### src/hdl/charlieplex_diag_sweep_defines.svh
// Assertion macros shared by the charlieplex diagnostic sweep RTL.
`ifndef CHARLIEPLEX_DIAG_SWEEP_DEFINES_SVH
`define CHARLIEPLEX_DIAG_SWEEP_DEFINES_SVH

`ifndef SYNTHESIS
`define CDS_ASSERT(lbl, clk, rst, prop) \
   lbl: assert property (@(posedge clk) disable iff (rst) (prop)) \
      else $error("cds assertion failed");
`define CDS_ASSERT_NEXT(lbl, clk, rst, ante, cons) \
   lbl: assert property (@(posedge clk) disable iff (rst) (ante) |=> (cons)) \
      else $error("cds assertion failed");
`else
`define CDS_ASSERT(lbl, clk, rst, prop)
`define CDS_ASSERT_NEXT(lbl, clk, rst, ante, cons)
`endif

`endif

### src/hdl/cds_pkg.sv
// Types and constants for the charlieplex diagnostic sweep.
`default_nettype none

package cds_pkg;

   localparam int CSR_IDX_W  = 3;
   localparam int CSR_DATA_W = 24;
   localparam int MASK_W     = 26;
   localparam int ANODE_W    = 5;
   localparam int PHASE_W    = 3;
   localparam int IDX_VIEW_W = 7;

   typedef enum logic [PHASE_W-1:0] {
      PH_MARK = 3'd0,
      PH_MGAP = 3'd1,
      PH_LEAD = 3'd2,
      PH_STEP = 3'd3,
      PH_SGAP = 3'd4
   } phase_type;

   localparam logic [CSR_IDX_W-1:0] CSR_STEP_SLOT   = 3'd0;
   localparam logic [CSR_IDX_W-1:0] CSR_MARK_SLOT   = 3'd1;
   localparam logic [CSR_IDX_W-1:0] CSR_STEP_FRAMES = 3'd2;
   localparam logic [CSR_IDX_W-1:0] CSR_MARK_FRAMES = 3'd3;
   localparam logic [CSR_IDX_W-1:0] CSR_GAP         = 3'd4;
   localparam logic [CSR_IDX_W-1:0] CSR_LEAD_DARK   = 3'd5;
   localparam logic [CSR_IDX_W-1:0] CSR_FLASH_COUNT = 3'd6;

   localparam logic [15:0] RST_STEP_SLOT   = 16'd200;
   localparam logic [15:0] RST_MARK_SLOT   = 16'd40;
   localparam logic [15:0] RST_STEP_FRAMES = 16'd600;
   localparam logic [15:0] RST_MARK_FRAMES = 16'd30;
   localparam logic [23:0] RST_GAP         = 24'd250000;
   localparam logic [23:0] RST_LEAD_DARK   = 24'd1000000;
   localparam logic [3:0]  RST_FLASH_COUNT = 4'd3;

   typedef struct packed {
      logic [15:0] step_slot_ticks;
      logic [15:0] mark_slot_ticks;
      logic [15:0] step_frames;
      logic [15:0] mark_frames;
      logic [23:0] gap_ticks;
      logic [23:0] lead_dark_ticks;
      logic [3:0]  flash_count;
   } cfg_type;

   typedef struct packed {
      phase_type              phase;
      logic [IDX_VIEW_W-1:0]  anode;
      logic [IDX_VIEW_W-1:0]  cathode;
      logic                   cycle_begin;
   } status_type;

endpackage

`default_nettype wire

### src/hdl/charlieplex_diag_sweep.sv
// Top level of the charlieplex diagnostic sweep sequencer.
`default_nettype none
`include "charlieplex_diag_sweep_defines.svh"

// One request per clock: each accepted request reports the pin drive for the
// current microsecond and, when req_tick is set, steps the sequencer by one
// tick. The result is registered in the output register upon acceptance;
// req_stall rises only while that register holds a result and rsp_stall is
// high, so with an open output side the block takes a request every cycle.
// Configuration writes through csr_* take effect from the next request.

module charlieplex_diag_sweep #(
   parameter int NUM_PINS = 26
) (
   input  wire logic                            clock,
   input  wire logic                            reset,
   input  wire logic                            csr_wr_en,
   input  wire logic [cds_pkg::CSR_IDX_W-1:0]   csr_index,
   input  wire logic [cds_pkg::CSR_DATA_W-1:0]  csr_wdata,
   input  wire logic                            req_valid,
   output      logic                            req_stall,
   input  wire logic                            req_tick,
   output      logic                            rsp_valid,
   input  wire logic                            rsp_stall,
   output      logic [cds_pkg::MASK_W-1:0]      rsp_drive_high,
   output      logic [cds_pkg::MASK_W-1:0]      rsp_drive_low,
   output      logic [cds_pkg::PHASE_W-1:0]     rsp_phase_code,
   output      logic [cds_pkg::ANODE_W-1:0]     rsp_anode_now,
   output      logic                            rsp_cycle_begin
);

   cds_pkg::cfg_type    cfg;
   cds_pkg::status_type status;

   logic req_accept;
   logic lit;
   logic [cds_pkg::MASK_W-1:0] high_mask, low_mask;

   logic                          rsp_valid_ff, rsp_valid_in;
   logic [cds_pkg::MASK_W-1:0]    high_ff, low_ff;
   logic [cds_pkg::PHASE_W-1:0]   phase_ff;
   logic [cds_pkg::ANODE_W-1:0]   anode_ff;
   logic                          begin_ff;

   cds_csr u_csr (
      .clock     (clock),
      .reset     (reset),
      .csr_wr_en (csr_wr_en),
      .csr_index (csr_index),
      .csr_wdata (csr_wdata),
      .cfg       (cfg)
   );

   cds_seq #(
      .NUM_PINS (NUM_PINS)
   ) u_seq (
      .clock   (clock),
      .reset   (reset),
      .advance (req_accept && req_tick),
      .cfg     (cfg),
      .status  (status)
   );

   assign req_stall  = rsp_valid_ff && rsp_stall;
   assign req_accept = req_valid && !req_stall;

   always_comb begin
      lit = (status.phase == cds_pkg::PH_MARK) || (status.phase == cds_pkg::PH_STEP);
      for (int i = 0; i < cds_pkg::MASK_W; i++) begin
         high_mask[i] = lit && (status.anode == cds_pkg::IDX_VIEW_W'(i));
         low_mask[i]  = lit && (status.cathode == cds_pkg::IDX_VIEW_W'(i));
      end
      if (req_accept) begin
         rsp_valid_in = 1'b1;
      end else if (!rsp_stall) begin
         rsp_valid_in = 1'b0;
      end else begin
         rsp_valid_in = rsp_valid_ff;
      end
   end

   always_ff @(posedge clock) begin
      if (reset) begin
         rsp_valid_ff <= 1'b0;
      end else begin
         rsp_valid_ff <= rsp_valid_in;
      end
   end

   always_ff @(posedge clock) begin
      if (req_accept) begin
         high_ff  <= high_mask;
         low_ff   <= low_mask;
         phase_ff <= status.phase;
         anode_ff <= status.anode[cds_pkg::ANODE_W-1:0];
         begin_ff <= status.cycle_begin;
      end
   end

   assign rsp_valid       = rsp_valid_ff;
   assign rsp_drive_high  = high_ff;
   assign rsp_drive_low   = low_ff;
   assign rsp_phase_code  = phase_ff;
   assign rsp_anode_now   = anode_ff;
   assign rsp_cycle_begin = begin_ff;

   `CDS_ASSERT_NEXT(a_accept_fills, clock, reset, req_accept, rsp_valid_ff)
   `CDS_ASSERT_NEXT(a_drain_empties, clock, reset,
      rsp_valid_ff && !rsp_stall && !req_accept, !rsp_valid_ff)
   `CDS_ASSERT_NEXT(a_stall_holds, clock, reset, rsp_valid_ff && rsp_stall, rsp_valid_ff)

endmodule

`default_nettype wire

### src/hdl/cds_csr.sv
// Configuration registers of the charlieplex diagnostic sweep.
`default_nettype none

module cds_csr (
   input  wire logic                              clock,
   input  wire logic                              reset,
   input  wire logic                              csr_wr_en,
   input  wire logic [cds_pkg::CSR_IDX_W-1:0]     csr_index,
   input  wire logic [cds_pkg::CSR_DATA_W-1:0]    csr_wdata,
   output cds_pkg::cfg_type                       cfg
);

   cds_pkg::cfg_type cfg_ff, cfg_in;

   always_comb begin
      cfg_in = cfg_ff;
      if (csr_wr_en) begin
         case (csr_index)
            cds_pkg::CSR_STEP_SLOT:   cfg_in.step_slot_ticks = csr_wdata[15:0];
            cds_pkg::CSR_MARK_SLOT:   cfg_in.mark_slot_ticks = csr_wdata[15:0];
            cds_pkg::CSR_STEP_FRAMES: cfg_in.step_frames     = csr_wdata[15:0];
            cds_pkg::CSR_MARK_FRAMES: cfg_in.mark_frames     = csr_wdata[15:0];
            cds_pkg::CSR_GAP:         cfg_in.gap_ticks       = csr_wdata[23:0];
            cds_pkg::CSR_LEAD_DARK:   cfg_in.lead_dark_ticks = csr_wdata[23:0];
            cds_pkg::CSR_FLASH_COUNT: cfg_in.flash_count     = csr_wdata[3:0];
            default: ;
         endcase
      end
   end

   always_ff @(posedge clock) begin
      if (reset) begin
         cfg_ff.step_slot_ticks <= cds_pkg::RST_STEP_SLOT;
         cfg_ff.mark_slot_ticks <= cds_pkg::RST_MARK_SLOT;
         cfg_ff.step_frames     <= cds_pkg::RST_STEP_FRAMES;
         cfg_ff.mark_frames     <= cds_pkg::RST_MARK_FRAMES;
         cfg_ff.gap_ticks       <= cds_pkg::RST_GAP;
         cfg_ff.lead_dark_ticks <= cds_pkg::RST_LEAD_DARK;
         cfg_ff.flash_count     <= cds_pkg::RST_FLASH_COUNT;
      end else begin
         cfg_ff <= cfg_in;
      end
   end

   assign cfg = cfg_ff;

endmodule

`default_nettype wire

### src/hdl/cds_seq.sv
// Sweep sequencer: phase, flash, anode/cathode and timer state, advanced per tick.
`default_nettype none
`include "charlieplex_diag_sweep_defines.svh"

module cds_seq #(
   parameter int NUM_PINS = 26
) (
   input  wire logic          clock,
   input  wire logic          reset,
   input  wire logic          advance,
   input  wire cds_pkg::cfg_type cfg,
   output cds_pkg::status_type status
);

   localparam int IW = $clog2(NUM_PINS + 1);
   localparam logic [IW:0]   PIN_COUNT = (IW+1)'(NUM_PINS);
   localparam logic [IW-1:0] IDX_ZERO  = '0;
   localparam logic [IW-1:0] IDX_ONE   = IW'(1);

   cds_pkg::phase_type phase_ff, phase_in;
   logic [3:0]    flash_ff, flash_in;
   logic [IW-1:0] anode_ff, anode_in;
   logic [IW-1:0] cathode_ff, cathode_in;
   logic [15:0]   slot_ff, slot_in;
   logic [15:0]   frame_ff, frame_in;
   logic [23:0]   dark_ff, dark_in;

   logic [15:0] mark_slot_lim, step_slot_lim, mark_frames_lim;
   logic [3:0]  flash_lim;
   logic [16:0] slot_inc, frame_inc;
   logic [24:0] dark_inc;
   logic [4:0]  flash_inc;
   logic [IW:0] cath_step, cath_next, anode_inc, step_target;
   logic        cath_done, anode_wrap;

   // entering a step (zero-length steps fold back to the marker)
   logic               es_start;
   cds_pkg::phase_type es_phase;
   logic [IW-1:0]      es_anode, es_cathode;

   // end of a marker gap
   logic               amg_last;
   cds_pkg::phase_type amg_phase;
   logic [IW-1:0]      amg_anode, amg_cathode;
   logic [3:0]         amg_flash;

   always_comb begin
      mark_slot_lim   = (cfg.mark_slot_ticks == '0) ? 16'd1 : cfg.mark_slot_ticks;
      step_slot_lim   = (cfg.step_slot_ticks == '0) ? 16'd1 : cfg.step_slot_ticks;
      mark_frames_lim = (cfg.mark_frames == '0) ? 16'd1 : cfg.mark_frames;
      flash_lim       = (cfg.flash_count == '0) ? 4'd1 : cfg.flash_count;

      slot_inc  = {1'b0, slot_ff} + 17'd1;
      frame_inc = {1'b0, frame_ff} + 17'd1;
      dark_inc  = {1'b0, dark_ff} + 25'd1;
      flash_inc = {1'b0, flash_ff} + 5'd1;

      cath_step  = {1'b0, cathode_ff} + (IW+1)'(1);
      cath_next  = (cath_step == {1'b0, anode_ff}) ? cath_step + (IW+1)'(1) : cath_step;
      cath_done  = cath_next >= PIN_COUNT;
      anode_inc  = {1'b0, anode_ff} + (IW+1)'(1);
      anode_wrap = anode_inc >= PIN_COUNT;

      step_target = (phase_ff == cds_pkg::PH_STEP || phase_ff == cds_pkg::PH_SGAP) ?
                    anode_inc : '0;
      es_start    = (step_target >= PIN_COUNT) ||
                    (cfg.step_frames == '0 && cfg.gap_ticks == '0);
      es_phase    = es_start ? cds_pkg::PH_MARK :
                    (cfg.step_frames != '0) ? cds_pkg::PH_STEP : cds_pkg::PH_SGAP;
      es_anode    = es_start ? IDX_ZERO : step_target[IW-1:0];
      es_cathode  = (es_start || step_target == '0) ? IDX_ONE : IDX_ZERO;

      amg_last    = flash_inc >= {1'b0, flash_lim};
      amg_flash   = amg_last ? 4'd0 : flash_inc[3:0];
      if (!amg_last) begin
         amg_phase   = cds_pkg::PH_MARK;
         amg_anode   = IDX_ZERO;
         amg_cathode = IDX_ONE;
      end else if (cfg.lead_dark_ticks != '0) begin
         amg_phase   = cds_pkg::PH_LEAD;
         amg_anode   = IDX_ZERO;
         amg_cathode = IDX_ONE;
      end else begin
         amg_phase   = es_phase;
         amg_anode   = es_anode;
         amg_cathode = es_cathode;
      end
   end

   always_comb begin
      phase_in   = phase_ff;
      flash_in   = flash_ff;
      anode_in   = anode_ff;
      cathode_in = cathode_ff;
      slot_in    = slot_ff;
      frame_in   = frame_ff;
      dark_in    = dark_ff;
      if (advance) begin
         case (phase_ff)
            cds_pkg::PH_MARK: begin
               slot_in = slot_inc[15:0];
               if (slot_inc >= {1'b0, mark_slot_lim}) begin
                  slot_in = '0;
                  if (!cath_done) begin
                     cathode_in = cath_next[IW-1:0];
                  end else if (!anode_wrap) begin
                     anode_in   = anode_inc[IW-1:0];
                     cathode_in = IDX_ZERO;
                  end else if (frame_inc < {1'b0, mark_frames_lim}) begin
                     anode_in   = IDX_ZERO;
                     cathode_in = IDX_ONE;
                     frame_in   = frame_inc[15:0];
                  end else begin
                     frame_in = '0;
                     dark_in  = '0;
                     if (cfg.gap_ticks != '0) begin
                        phase_in   = cds_pkg::PH_MGAP;
                        anode_in   = IDX_ZERO;
                        cathode_in = IDX_ONE;
                     end else begin
                        phase_in   = amg_phase;
                        flash_in   = amg_flash;
                        anode_in   = amg_anode;
                        cathode_in = amg_cathode;
                     end
                  end
               end
            end
            cds_pkg::PH_MGAP: begin
               if (dark_inc >= {1'b0, cfg.gap_ticks}) begin
                  phase_in   = amg_phase;
                  flash_in   = amg_flash;
                  anode_in   = amg_anode;
                  cathode_in = amg_cathode;
                  slot_in    = '0;
                  frame_in   = '0;
                  dark_in    = '0;
               end else begin
                  dark_in = dark_inc[23:0];
               end
            end
            cds_pkg::PH_LEAD: begin
               if (dark_inc >= {1'b0, cfg.lead_dark_ticks}) begin
                  phase_in   = es_phase;
                  flash_in   = 4'd0;
                  anode_in   = es_anode;
                  cathode_in = es_cathode;
                  slot_in    = '0;
                  frame_in   = '0;
                  dark_in    = '0;
               end else begin
                  dark_in = dark_inc[23:0];
               end
            end
            cds_pkg::PH_STEP: begin
               slot_in = slot_inc[15:0];
               if (slot_inc >= {1'b0, step_slot_lim}) begin
                  slot_in = '0;
                  if (!cath_done) begin
                     cathode_in = cath_next[IW-1:0];
                  end else begin
                     cathode_in = (anode_ff == IDX_ZERO) ? IDX_ONE : IDX_ZERO;
                     if (frame_inc < {1'b0, cfg.step_frames}) begin
                        frame_in = frame_inc[15:0];
                     end else begin
                        frame_in = '0;
                        dark_in  = '0;
                        if (cfg.gap_ticks != '0) begin
                           phase_in = cds_pkg::PH_SGAP;
                        end else begin
                           phase_in   = es_phase;
                           flash_in   = 4'd0;
                           anode_in   = es_anode;
                           cathode_in = es_cathode;
                        end
                     end
                  end
               end
            end
            cds_pkg::PH_SGAP: begin
               if (dark_inc >= {1'b0, cfg.gap_ticks}) begin
                  phase_in   = es_phase;
                  flash_in   = 4'd0;
                  anode_in   = es_anode;
                  cathode_in = es_cathode;
                  slot_in    = '0;
                  frame_in   = '0;
                  dark_in    = '0;
               end else begin
                  dark_in = dark_inc[23:0];
               end
            end
            default: begin
               phase_in   = cds_pkg::PH_MARK;
               flash_in   = 4'd0;
               anode_in   = IDX_ZERO;
               cathode_in = IDX_ONE;
               slot_in    = '0;
               frame_in   = '0;
               dark_in    = '0;
            end
         endcase
      end
   end

   always_ff @(posedge clock) begin
      if (reset) begin
         phase_ff   <= cds_pkg::PH_MARK;
         flash_ff   <= 4'd0;
         anode_ff   <= IDX_ZERO;
         cathode_ff <= IDX_ONE;
         slot_ff    <= '0;
         frame_ff   <= '0;
         dark_ff    <= '0;
      end else begin
         phase_ff   <= phase_in;
         flash_ff   <= flash_in;
         anode_ff   <= anode_in;
         cathode_ff <= cathode_in;
         slot_ff    <= slot_in;
         frame_ff   <= frame_in;
         dark_ff    <= dark_in;
      end
   end

   assign status.phase       = phase_ff;
   assign status.anode       = cds_pkg::IDX_VIEW_W'(anode_ff);
   assign status.cathode     = cds_pkg::IDX_VIEW_W'(cathode_ff);
   assign status.cycle_begin = (phase_ff == cds_pkg::PH_MARK) && (flash_ff == 4'd0) &&
                               (anode_ff == IDX_ZERO) && (cathode_ff == IDX_ONE) &&
                               (slot_ff == '0) && (frame_ff == '0);

   `CDS_ASSERT(a_pins_in_range, clock, reset,
      ({1'b0, anode_ff} < PIN_COUNT) && ({1'b0, cathode_ff} < PIN_COUNT))
   `CDS_ASSERT(a_cathode_not_anode, clock, reset, cathode_ff != anode_ff)
   `CDS_ASSERT(a_dark_anode_zero, clock, reset,
      (phase_ff != cds_pkg::PH_MGAP && phase_ff != cds_pkg::PH_LEAD) || anode_ff == IDX_ZERO)

endmodule

`default_nettype wire
### config.mk
export PLATFORM = sky130hd
export DESIGN_NAME = charlieplex_diag_sweep
export DESIGN_NICKNAME = d
export VERILOG_FILES = /design/src/hdl/cds_pkg.sv /design/src/hdl/charlieplex_diag_sweep.sv /design/src/hdl/cds_csr.sv /design/src/hdl/cds_seq.sv
export VERILOG_INCLUDE_DIRS = /design/src /design/src/hdl
export SDC_FILE = /design/constraint.sdc
export NUM_CORES = 1
export LEC_CHECK = 0
export BUFFER_PORTS_ARGS = -buffer_cell sky130_fd_sc_hd__buf_2
export CAP_MARGIN = 20
export CORE_ASPECT_RATIO = 0.5
export CORE_UTILIZATION = 65
export CTS_BUF_LIST = sky130_fd_sc_hd__clkbuf_16
export CTS_CLUSTER_SIZE = 8
export DETAILED_ROUTE_END_ITERATION = 7
export PLACE_DENSITY = 0.84
export SLEW_MARGIN = 20
export SYNTH_ARGS = -nofsm -noshare
export SYNTH_HDL_FRONTEND = slang
export SYNTH_HIERARCHICAL = 1
export SYNTH_SLANG_ARGS = --single-unit
### constraint.sdc
create_clock -name clock -period 18.8 [get_ports clock]
set_input_delay 0.94 -clock clock [delete_from_list [all_inputs] [get_ports clock]]
set_output_delay 0.94 -clock clock [all_outputs]
set_load 0.03 [all_outputs]
==> metrics.md <==
| Metric | Value |
|---|---|
| Leak pwr | `7.379 nW` |
| FF-to-FF path depth | `14` |
| Final Skew | `0.02329 ns` |
| Vias in the first global route | `13180` |
| Via count | `13500` |
| Share of Yosys cell area claimed by the top area cell type | `24.21%` |
| R2R Path End | `u_seq/dark_ff[15]` |
| Share of cells above drive strength 1 | `12.04%` |
| Max cap viols | `0` |
| Layout Cell Area excl Fill | `0.01724 mm2` |
| Fmax | `0.1817 GHz` |
| RSZ-0062 raised after global routing | `no` |
| Final std cells w/o fill | `2093` |
| Synthesized area | `0.01571 mm2` |
| Detail Route Antenna Nets | `0` |
| Min-Delay Path Depth | `2` |
| CP Launch Type | `register` |
| Final worst slack | `13.30 ns` |
| Critical path class | `reg -> reg` |
| Relative slew margins | `31.97%` |
| Gpl congestion | `0.9793` |
| DRT Pass-1 Iters | `6` |
| Core Area | `0.02328 mm2` |
| Internal Dissipation | `0.0009475 W` |
| Mean Syn Cell Area | `9.073 um2` |
| Crit path buf inv count | `0` |
| Final nets | `1933` |
| Antenna diode count | `0` |
| Die X | `221.9 um` |
| Die extent in y | `111.9 um` |
| Worst slew pin tran | `1.017 ns` |
| Comb pwr share | `7.2%` |
| Crit-path leading delay family | `simple AND/OR/NAND/NOR gates` |
| Delay of the slowest critical-path stage | `0.77 ns` |
| Cell Rows | `39` |
| HP Start | `u_seq/slot_ff[15]` |
| Hold Violations, Final | `0` |
| Ranking of synthesized cells by area | `dfxtp_1 24%, edfxtp_1 12%, ha_1 10%` |
| Placed Area | `0.01621 mm2` |
| R2R Setup Slk | `13.30 ns` |
| Final setup fails | `0` |
| GR Overflow Total | `0` |
| CTS root buf | `clkbuf_16` |
| Cell Pwr Density | `73.05 mW/mm2` |
| Longest Clk Path Bufs | `3` |
| TritonCTS clock tree | `built` |
| Mapped Cells | `1732` |
| R2r startpoint | `u_seq/frame_ff[0]` |
| Maximum vdd ir drop | `0.00006157 V` |
| Post-synth ARST share | `0%` |
| Vias/cell | `6.451` |
| Final WL | `43.02 mm` |
| Synth Register Bits | `251` |
| EDFF count, synth | `61` |
| Post-CTS Resized | `0` |
| Syn. warnings | `6` |
| Initial DRC Count | `1361` |
| Post-CTS Setup Repair Bufs | `0` |
| Htree depth | `2` |
| Largest net degree at the start of global routing | `114` |
| Critical Path AT | `5.85 ns` |
| Crit end category | `register` |
| Hold EP | `u_seq/slot_ff[15]` |
| Worst Path Max Fanout | `21` |
| Global-route wire length before repair | `69.27 mm` |
| Top-Level Pins | `96` |
| Drt drc | `0` |
| Area Growth Syn to Fin | `9.738%` |
| Status | `finished clean` |
| CTS Buf Count | `37` |
| Final design utilization | `74.08%` |
| Main synth FF type | `dfxtp_1` |
| Total negative slack | `0 ns` |
| Worst EP required | `19.14 ns` |
| Initial antenna violation count | `1` |
| Max Slew Vio Count | `0` |
| Total track usage | `34.65%` |
| Clock share of power | `47.1%` |
| Switching pwr | `0.0003123 W` |
| Setup WS pre-CTS | `13.20 ns` |
| Post-route minimum period | `5.504 ns` |
| Worst hold-check path type | `reg -> reg` |
| Top cell type by total area after synthesis | `dfxtp_1` |
| Reg power frac | `45.7%` |
| Die area | `0.02484 mm2` |
| Port bufs | `95` |
| Slowest-stage cell, CP | `nor2_2` |
| Distinct cells, synth | `85` |
| Hpwl dp | `30.71 mm` |
| CP Cell Sequence | `ha_1, nand3_1, nor4_2, nand4_1, xnor2_1, ha_1, nand3_1, nand2b_1, a211o_1, o2111ai_1, o32a_1, nand4_1, nor2_2, a221oi_1` |
| Fin crit share | `29.28%` |
| Hold Buf Count CTS | `0` |
| Register area share after synthesis | `35.86%` |
| Clock transition at path regs | `0.06 ns` |
| Initial Util | `67.51%` |
| Dpl cells | `2040` |
| Switch share | `24.79%` |
| Clock sinks | `251` |
| Drt wl/cell | `20.55 um` |
| Worst skew pair latency | `0.53 ns` |
power by group through the flow:
stage / Sequential (W) / Clock (W) / Combinational (W)
finish: 0.000576 / 0.000594 / 0.0000904
floorplan: 0.000597 / 0 / 0.0000519
global route: 0.000576 / 0.000624 / 0.0000966
detailed placement: 0.000586 / 0 / 0.0000882
global placement: 0.000585 / 0 / 0.0000855
CTS: 0.000575 / 0.000602 / 0.0000889
cell families (layout without fill, tap and decap cells):
logic type      count (synthesis)  count (layout)  share of synthesized area, %
compound gates                260             260                         11.42
xor+xnor                       66              66                         3.814
fa+ha+maj                     127             127                         10.11
buf+inv                       252             303                         6.824
flops                         251             251                         35.86
mux                           121             121                         7.716
other cells                     1               4                       0.02386
simple gates                  654             654                         24.23
tightest hold or removal path, cell delays in order (launching register included):
cell,delay (ns)
dfxtp_1,0.33
nand2_1,0.06
a21oi_1,0.05
worst max-delay path by stage:
stage,startpoint,to,slack (ns),cells past startpoint
2_1_floorplan,req_valid,u_seq/dark_ff[17],11.52,7
3_3_place_gp,u_seq/dark_ff[0],u_seq/dark_ff[17],13.40,19
3_5_place_dp,u_seq/frame_ff[0],u_seq/dark_ff[15],13.20,14
4_1_cts,u_seq/frame_ff[0],u_seq/dark_ff[18],13.15,14
5_1_grt,u_seq/frame_ff[0],u_seq/dark_ff[15],12.91,15
6_report,u_seq/frame_ff[0],u_seq/dark_ff[15],13.30,14
state kept, by name, indices dropped and copies added, names as in the netlist:
name and cells:
u_csr/cfg 116, rsp_drive_high 26, rsp_drive_low 26, u_seq/dark_ff 24, u_seq/frame_ff 16, u_seq/slot_ff 16
rsp_anode_now 5, u_seq/anode_ff 5, u_seq/cathode_ff 5, u_seq/flash_ff 4, rsp_phase_code 3, u_seq/phase_ff 3
rsp_cycle_begin 1, rsp_valid 1
cell type report:
class | count | area (um2)
repair buffers | 109 | 590.6
inverters | 142 | 533.0
clock inverters | 15 | 90.09
flip-flops and latches | 251 | 5635
well taps | 307 | 384.1
fillers | 1651 | 6032
multi-input cells | 1232 | 9085
clock buffers | 37 | 925.9
per-layer routing:
layer  up-vias  part of all wire (%)  GRT usage, %
li1       6328                     -             -
met1      6408                    43         45.58
met4         0                   3.7         14.54
met2       633                    45         55.93
met5         -                     0             0
met3       132                   8.3         6.941
cells in the final DEF, fill, tap and decap left out, types with 9 or more instances in the layout:
master	instances
and3_1	29
buf_4	13
a21o_1	15
o21ai_0	38
nand2_1	97
ha_1	127
inv_1	153
o211ai_1	13
mux2i_1	120
nand2b_1	131
xor2_1	22
nand3_1	55
and4_1	9
nor4_2	27
nor3_1	24
xnor2_1	41
buf_2	94
nor4_1	63
clkbuf_16	37
edfxtp_1	61
or2_2	11
a21oi_1	77
nor2_1	104
dfxtp_1	190
nand4_1	42
a31oi_1	11
through the flow:
step	power, W	hold WS [ns]
4_1_cts	0.001267	0.4889
5_1_grt	0.001297	0.5078
3_5_place_dp	0.0006741	0.4816
3_3_place_gp	0.0006709	0.4609
6_report	0.001260	0.4891
2_1_floorplan	0.0006492	0.4487
cell usage after synthesis (7+ instances only):
cell type	n
o211ai_1	13
o21ai_0	39
xnor2_1	41
ha_1	127
nor2b_1	7
nand3_1	55
and4_1	9
clkbuf_1	67
mux2i_1	120
a21o_1	15
or2_2	11
and3_1	29
a31oi_1	11
a211oi_1	8
nor4_2	27
nor3_1	25
dfxtp_1	190
and2_1	7
nand4_1	42
xor2_1	23
edfxtp_1	61
nor4_1	63
a21oi_1	77
nand2_1	97
inv_1	142
buf_2	22
buf_4	9
or3_1	8
nand2b_1	131
nor2_1	105
a311oi_1	7
Note: power is estimated with default switching activity, not from simulation.
